$ cat src/sv/bqns_pkg.sv
`default_nettype none

package bqns_pkg;

    localparam int TAPS        = 5;
    localparam int SAMPLE_W    = 16;
    localparam int COEF_W      = 32;
    localparam int PROD_W      = COEF_W + SAMPLE_W;
    localparam int TERM_SHIFT  = 16;
    localparam int ACC_W       = 32;
    localparam int RESIDUE_W   = 14;
    localparam int CFG_INDEX_W = 3;

    localparam logic [RESIDUE_W-1:0] RESIDUE_MASK = 14'h3FFF;

    // Register map of the configuration channel
    localparam logic [CFG_INDEX_W-1:0] CFG_COEF_B0  = 3'd0;
    localparam logic [CFG_INDEX_W-1:0] CFG_COEF_B1  = 3'd1;
    localparam logic [CFG_INDEX_W-1:0] CFG_COEF_B2  = 3'd2;
    localparam logic [CFG_INDEX_W-1:0] CFG_COEF_A1N = 3'd3;
    localparam logic [CFG_INDEX_W-1:0] CFG_COEF_A2N = 3'd4;

    typedef logic signed [SAMPLE_W-1:0] sample_t;
    typedef logic signed [COEF_W-1:0]   coef_t;

    typedef struct packed {
        coef_t b0;
        coef_t b1;
        coef_t b2;
        coef_t a1_negated;
        coef_t a2_negated;
    } coef_set_t;

    typedef struct packed {
        sample_t                input_delay_one;
        sample_t                input_delay_two;
        sample_t                output_delay_one;
        sample_t                output_delay_two;
        logic [RESIDUE_W-1:0]   shaping_residue;
    } filter_state_t;

endpackage

`default_nettype wire

$ cat src/sv/bqns_coef_regs.sv
`default_nettype none

module bqns_coef_regs
    import bqns_pkg::*;
(
    input  wire logic                   clk,
    input  wire logic                   rst_n,
    input  wire logic                   wr_en,
    input  wire logic [CFG_INDEX_W-1:0] wr_index,
    input  wire logic [COEF_W-1:0]      wr_data,
    output coef_set_t                   coefs
);

    coef_set_t coefs_reg;
    coef_set_t coefs_next;

    always_comb
    begin
        coefs_next = coefs_reg;
        if (wr_en)
        begin
            case (wr_index)
                CFG_COEF_B0:  coefs_next.b0         = wr_data;
                CFG_COEF_B1:  coefs_next.b1         = wr_data;
                CFG_COEF_B2:  coefs_next.b2         = wr_data;
                CFG_COEF_A1N: coefs_next.a1_negated = wr_data;
                CFG_COEF_A2N: coefs_next.a2_negated = wr_data;
                default:      coefs_next            = coefs_reg; // drop unmapped writes
            endcase
        end
    end

    always_ff @(posedge clk or negedge rst_n)
    begin
        if (!rst_n)
        begin
            coefs_reg <= '0;
        end
        else
        begin
            coefs_reg <= coefs_next;
        end
    end

    assign coefs = coefs_reg;

endmodule

`default_nettype wire

$ cat config.mk
export PLATFORM = sky130hd
export DESIGN_NAME = bqns_coef_regs
export DESIGN_NICKNAME = d
export VERILOG_FILES = /design/src/sv/bqns_pkg.sv /design/src/sv/bqns_coef_regs.sv
export SDC_FILE = /design/constraint.sdc
export NUM_CORES = 1
export LEC_CHECK = 0
export BUFFER_PORTS_ARGS = -buffer_cell sky130_fd_sc_hd__buf_2
export CAP_MARGIN = 20
export CELL_PAD_IN_SITES_DETAIL_PLACEMENT = 0
export CELL_PAD_IN_SITES_GLOBAL_PLACEMENT = 1
export CORE_MARGIN = 8
export CORE_UTILIZATION = 37
export DETAILED_ROUTE_END_ITERATION = 12
export PLACE_DENSITY_LB_ADDON = 0.2
export SLEW_MARGIN = 20
export SYNTH_ARGS = -nofsm -noshare
export SYNTH_HDL_FRONTEND = slang
export SYNTH_SLANG_ARGS = --single-unit
$ cat constraint.sdc
create_clock -name clk -period 0.8 [get_ports clk]
set_input_delay 0.04 -clock clk [delete_from_list [all_inputs] [get_ports clk]]
set_output_delay 0.04 -clock clk [all_outputs]
set_load 0.02 [all_outputs]
-- Word-level counts from Yosys, hierarchy flattened
Index checks and enable logic that the tools add are counted.
- eq/ne operators: 4
- reduce and logical (&&, ||, !) cells: 6
- operator list (kind ; count):
    $reduce_and A2 Y1 ; 5
    $eq A3 B2 Y1 const B ; 2
    $eq A3 B1 Y1 const B ; 1
    $eq A3 B3 Y1 const B ; 1
    $logic_not A3 Y1 ; 1
- logic and storage cells: 15
- bits in registers: 160
- output and inout port bits: 160

-- Longest topological paths before layout
- depth in word-level cells: 2
- gate-level depth with buffers: 4
- gate-level depth less buffers: 2

-- Least setup slack after synthesis
OpenSTA, ideal clock, no wires.
- path kind: input-to-reg
- start point: input wr_index[0]
- end point: register coefs_reg (netlist bit coefs[128])
- buffers on the path: 1
- data arrival time: 0.963 ns
- stages on the path: 3
- slack: -0.288 ns
- required time: 0.675 ns
- path through: nor4b_4 > buf_6 > mux2_2
- word-level cells in the longest chain between the ends: 2
- ends and longest elaborated chain (element ; line ; text):
    start, declared ; bqns_coef_regs.sv:9 ; input wire logic [CFG_INDEX_W-1:0] wr_index,
    $logic_not A3 Y1 ; bqns_coef_regs.sv:22 ; case (wr_index)
    $reduce_and A2 Y1 (no source line) ; - ;
    end signal, assigned ; bqns_coef_regs.sv:41 ; coefs_reg <= coefs_next;
    end, declared ; bqns_coef_regs.sv:14 ; coef_set_t coefs_reg;
Every way passes these cells.
A chain may end at the register's enable or synchronous reset.

-- Final worst setup path
- start point: register coefs_reg (netlist bit coefs[25])
- end point: output coefs[25] (netlist bit)
- RTL lines (element ; line ; text):
    end, declared ; bqns_coef_regs.sv:11 ; output coef_set_t coefs
No word-level cell between the ends.

==> metrics.yaml <==
run_status:
  run_status: "finished, violations left"
  failed_checks: "negative setup slack"
floorplanning:
  die_width_um: 143.7
  pin_count: 198
  core.rowCount: 46
  floorplan.initialDensity: 0.3798
  die_height_um: 143.7
  fp.coreArea_um2: 15890
  floorplan.die_area_um2: 20650
route:
  route.top_layer_used: "met4"
  ant_nets: 0
  drt-total-wl_um: 20580
  route.detailed.drc: 0
  wl_met3_um: 1314
  vias_per_cell: 4.685
  firstDrtPassIters: 4
  route.met2.wl_um: 10670
  routed-via-count: 4334
  drtIter0Drc: 103
  met1_wire_length_um: 8232
  post_dr_wirelength_cell_um: 22.25
worst_setup_path:
  timing.rr.end: "coefs[8]"
  regToRegStartpoint: "coefs[8]"
  critPathCapture: "coefs[25]"
  worstPathCellList: "buf_6 > buf_6"
  critical_path_arrival_ns: 1.05
  critPathLaunch: "coefs[25]"
  worst_r2r_path_depth: 2
  critical_path.top_delay_family: "flip-flops"
  worst-setup-path-type: "reg2out"
  timing.critical_path.to_type: "primary output"
  critical_path_source_type: "flip-flop"
  timing.reg2reg.setup_slack_ns: -0.14
  timing.critical_path.required_ns: 0.76
  worstPathBufferInverterCount: 2
  worstSetupPathDepth: 2
  path_common_cell: "buf_6"
  worst-path-max-fanout: 2
  cpPeakStageDelay_ns: 0.40
  timing.critical_path.slowest_stage_cell: "dfrtp_1"
final_layout:
  flip_flop_and_latch_area_um2: 4004
  syn_to_final_growth_pct: 84.20
  antenna-diode-count: 0
  num-nets-final: 737
  finish.cell_count_without_fillers: 925
  multi_input_area_um2: 2390
  drive_gt1_frac: 0.7221
  largest_register_ffs: 160
  final.fill_count: 1034
power:
  cellLeakagePower_nw: 5.341
  report.power.total_mw: 31.10
  power_per_cell_area_nw_per_um2: 2799
  vdd.ir_drop.worst_uv: 1692
place:
  gpl.final_weighted_congestion: 0.7045
  placed_cells_incl_taps: 761
  number_of_buffers_inserted_by_port_buffering: 197
  detailedPlacementHpwl_um: 11020
sta:
  finalWorstSetupSlack_ns: -0.2907
  hold_viol_final: 0
  post-route-min-period_ns: 1.091
  max_freq_mhz: 916.8
  tightestPinTransition_ns: 0.2954
  whs_ns: 0.07652
  clock_skew_ns: 0
  timing.final.setup_violations: 285
  fin_tns_setup_ns: -41.37
  rsz0062_at_grt: "yes"
  period_utilization: 1.363
  timing_max_transition_violations_final: 0
  worst_slew_margin_rel: 0.8030
global_routing:
  grt_usage: 0.1970
  number_of_global_route_vias_before_repair: 4957
  grt_antenna_before_repair: 0
  pin_count_of_the_biggest_net_entering_global_routing: 33
  global_route_wire_length_before_repair_um: 30210
  grt-ovfl-total: 0
min_path:
  hold_class: "in2async"
logic_synthesis:
  synthesis.area_um2: 6033
  synth.ff_latch_count: 160
  avgSynthCellArea_um2: 17.59
  yosysUniqueCellTypes: 8
  ys.warnings.count: 0
  synth-seq-area-share: 0.6636
  postSynthCellCount: 343
  syn-num-nets: 381
clocking:
  path_clk_slew_ns: 0.06
  clock_tree_from_tritoncts: "built"
  cts_buffer_count: 17
  clock-sinks: 160
  cts-root-buf: "clkbuf_16"
  clockBufferDepth: 2
  clkLatencyLatePin_ns: 0.41
  h-tree-depth: 4
job:
  cap_violations: 0
-- stage by stage --
step / setup slack (ns) / utilization / area (µm²)
2_1_floorplan: -0.2882 / - / 6311
3_3_place_gp: -0.5524 / 0.4855 / 7712
3_5_place_dp: -0.5749 / 0.4855 / 7712
4_1_cts: -0.3094 / 0.6740 / 10710
5_1_grt: -0.3270 / 0.6996 / 11110
6_report: -0.2907 / 0.6996 / 11110
-- cell usage after synthesis --
| cell | n | area share |
|---|---|---|
| nor4bb_1 | 3 | 0.0050 |
| buf_6 | 12 | 0.022 |
| nor4b_4 | 1 | 0.0039 |
| mux2_2 | 148 | 0.28 |
| nand4b_1 | 1 | 0.0015 |
| mux2_1 | 12 | 0.022 |
| buf_2 | 6 | 0.0050 |
| dfrtp_1 | 160 | 0.66 |
-- worst register-to-register path, stage by stage, from the launching register on --
cell and delay [ns]:
dfrtp_1 0.41, buf_6 0.13, mux2_4 0.28
-- kinds of logic (layout without fill, tap and decap cells) --
group | count (synthesis) | in the layout | synth area share
mux | 160 | 160 | 0.2986
simple gates | 5 | 5 | 0.01037
buf+inv | 18 | 384 | 0.02737
flops | 160 | 160 | 0.6636
-- layer usage --
| layer | track usage | vias up |
|---|---|---|
| met1 | 0.2293 | 2252 |
| met4 | 0.06696 | 0 |
| met3 | 0.05707 | 26 |
| met2 | 0.3411 | 132 |
| li1 | - | 1924 |
| met5 | 0 | - |
-- power by group --
part	leakage, nW	switching [mW]	internal (mW)	total [mW]
Combinational	3.15	4.67	7.25	11.9
Clock	0.271	3.05	4.69	7.73
Sequential	1.92	1.55	9.90	11.4
-- cell usage in the layout (no fill, tap or decap), types with 2 or more instances in the layout --
| master | count |
|---|---|
| buf_6 | 219 |
| dfrtp_1 | 160 |
| mux2_4 | 128 |
| buf_4 | 42 |
| dlygate4sd3_1 | 33 |
| mux2_2 | 32 |
| buf_2 | 32 |
| buf_12 | 21 |
| clkbuf_16 | 18 |
| buf_16 | 6 |
| clkinv_2 | 4 |
| nor4bb_4 | 3 |
| clkbuf_1 | 3 |
| clkbuf_8 | 2 |
| bufinv_16 | 2 |
-- cell type report --
cell class / instances / area share
clock buffers: 22 / 0.04177
repair buffers: 355 / 0.3507
clock inverters: 7 / 0.007881
well taps: 216 / 0.02432
multi-input cells: 165 / 0.2150
flip-flops and latches: 160 / 0.3603
-- how the worst min path moves through the flow --
stage                     startpoint        end  slack [ns]
after global routing           rst_n   coefs[1]        0.08
after floorplan                rst_n   coefs[0]       -0.26
after detailed placement       rst_n   coefs[1]       -0.07
after global placement         rst_n  coefs[33]       -0.07
after CTS                      rst_n   coefs[1]        0.07
final                          rst_n   coefs[1]        0.08
-- timing repair --
item                       in CTS  in global routing
hold endpoints to repair      320                  0
setup buffers                  58                 39
gates resized for setup       427                 54
setup endpoints to repair     288                294
hold buffers                   33                  0
cloned                         11                  1
pin swaps                       4                  4
Power figures use the tool's default switching activity.
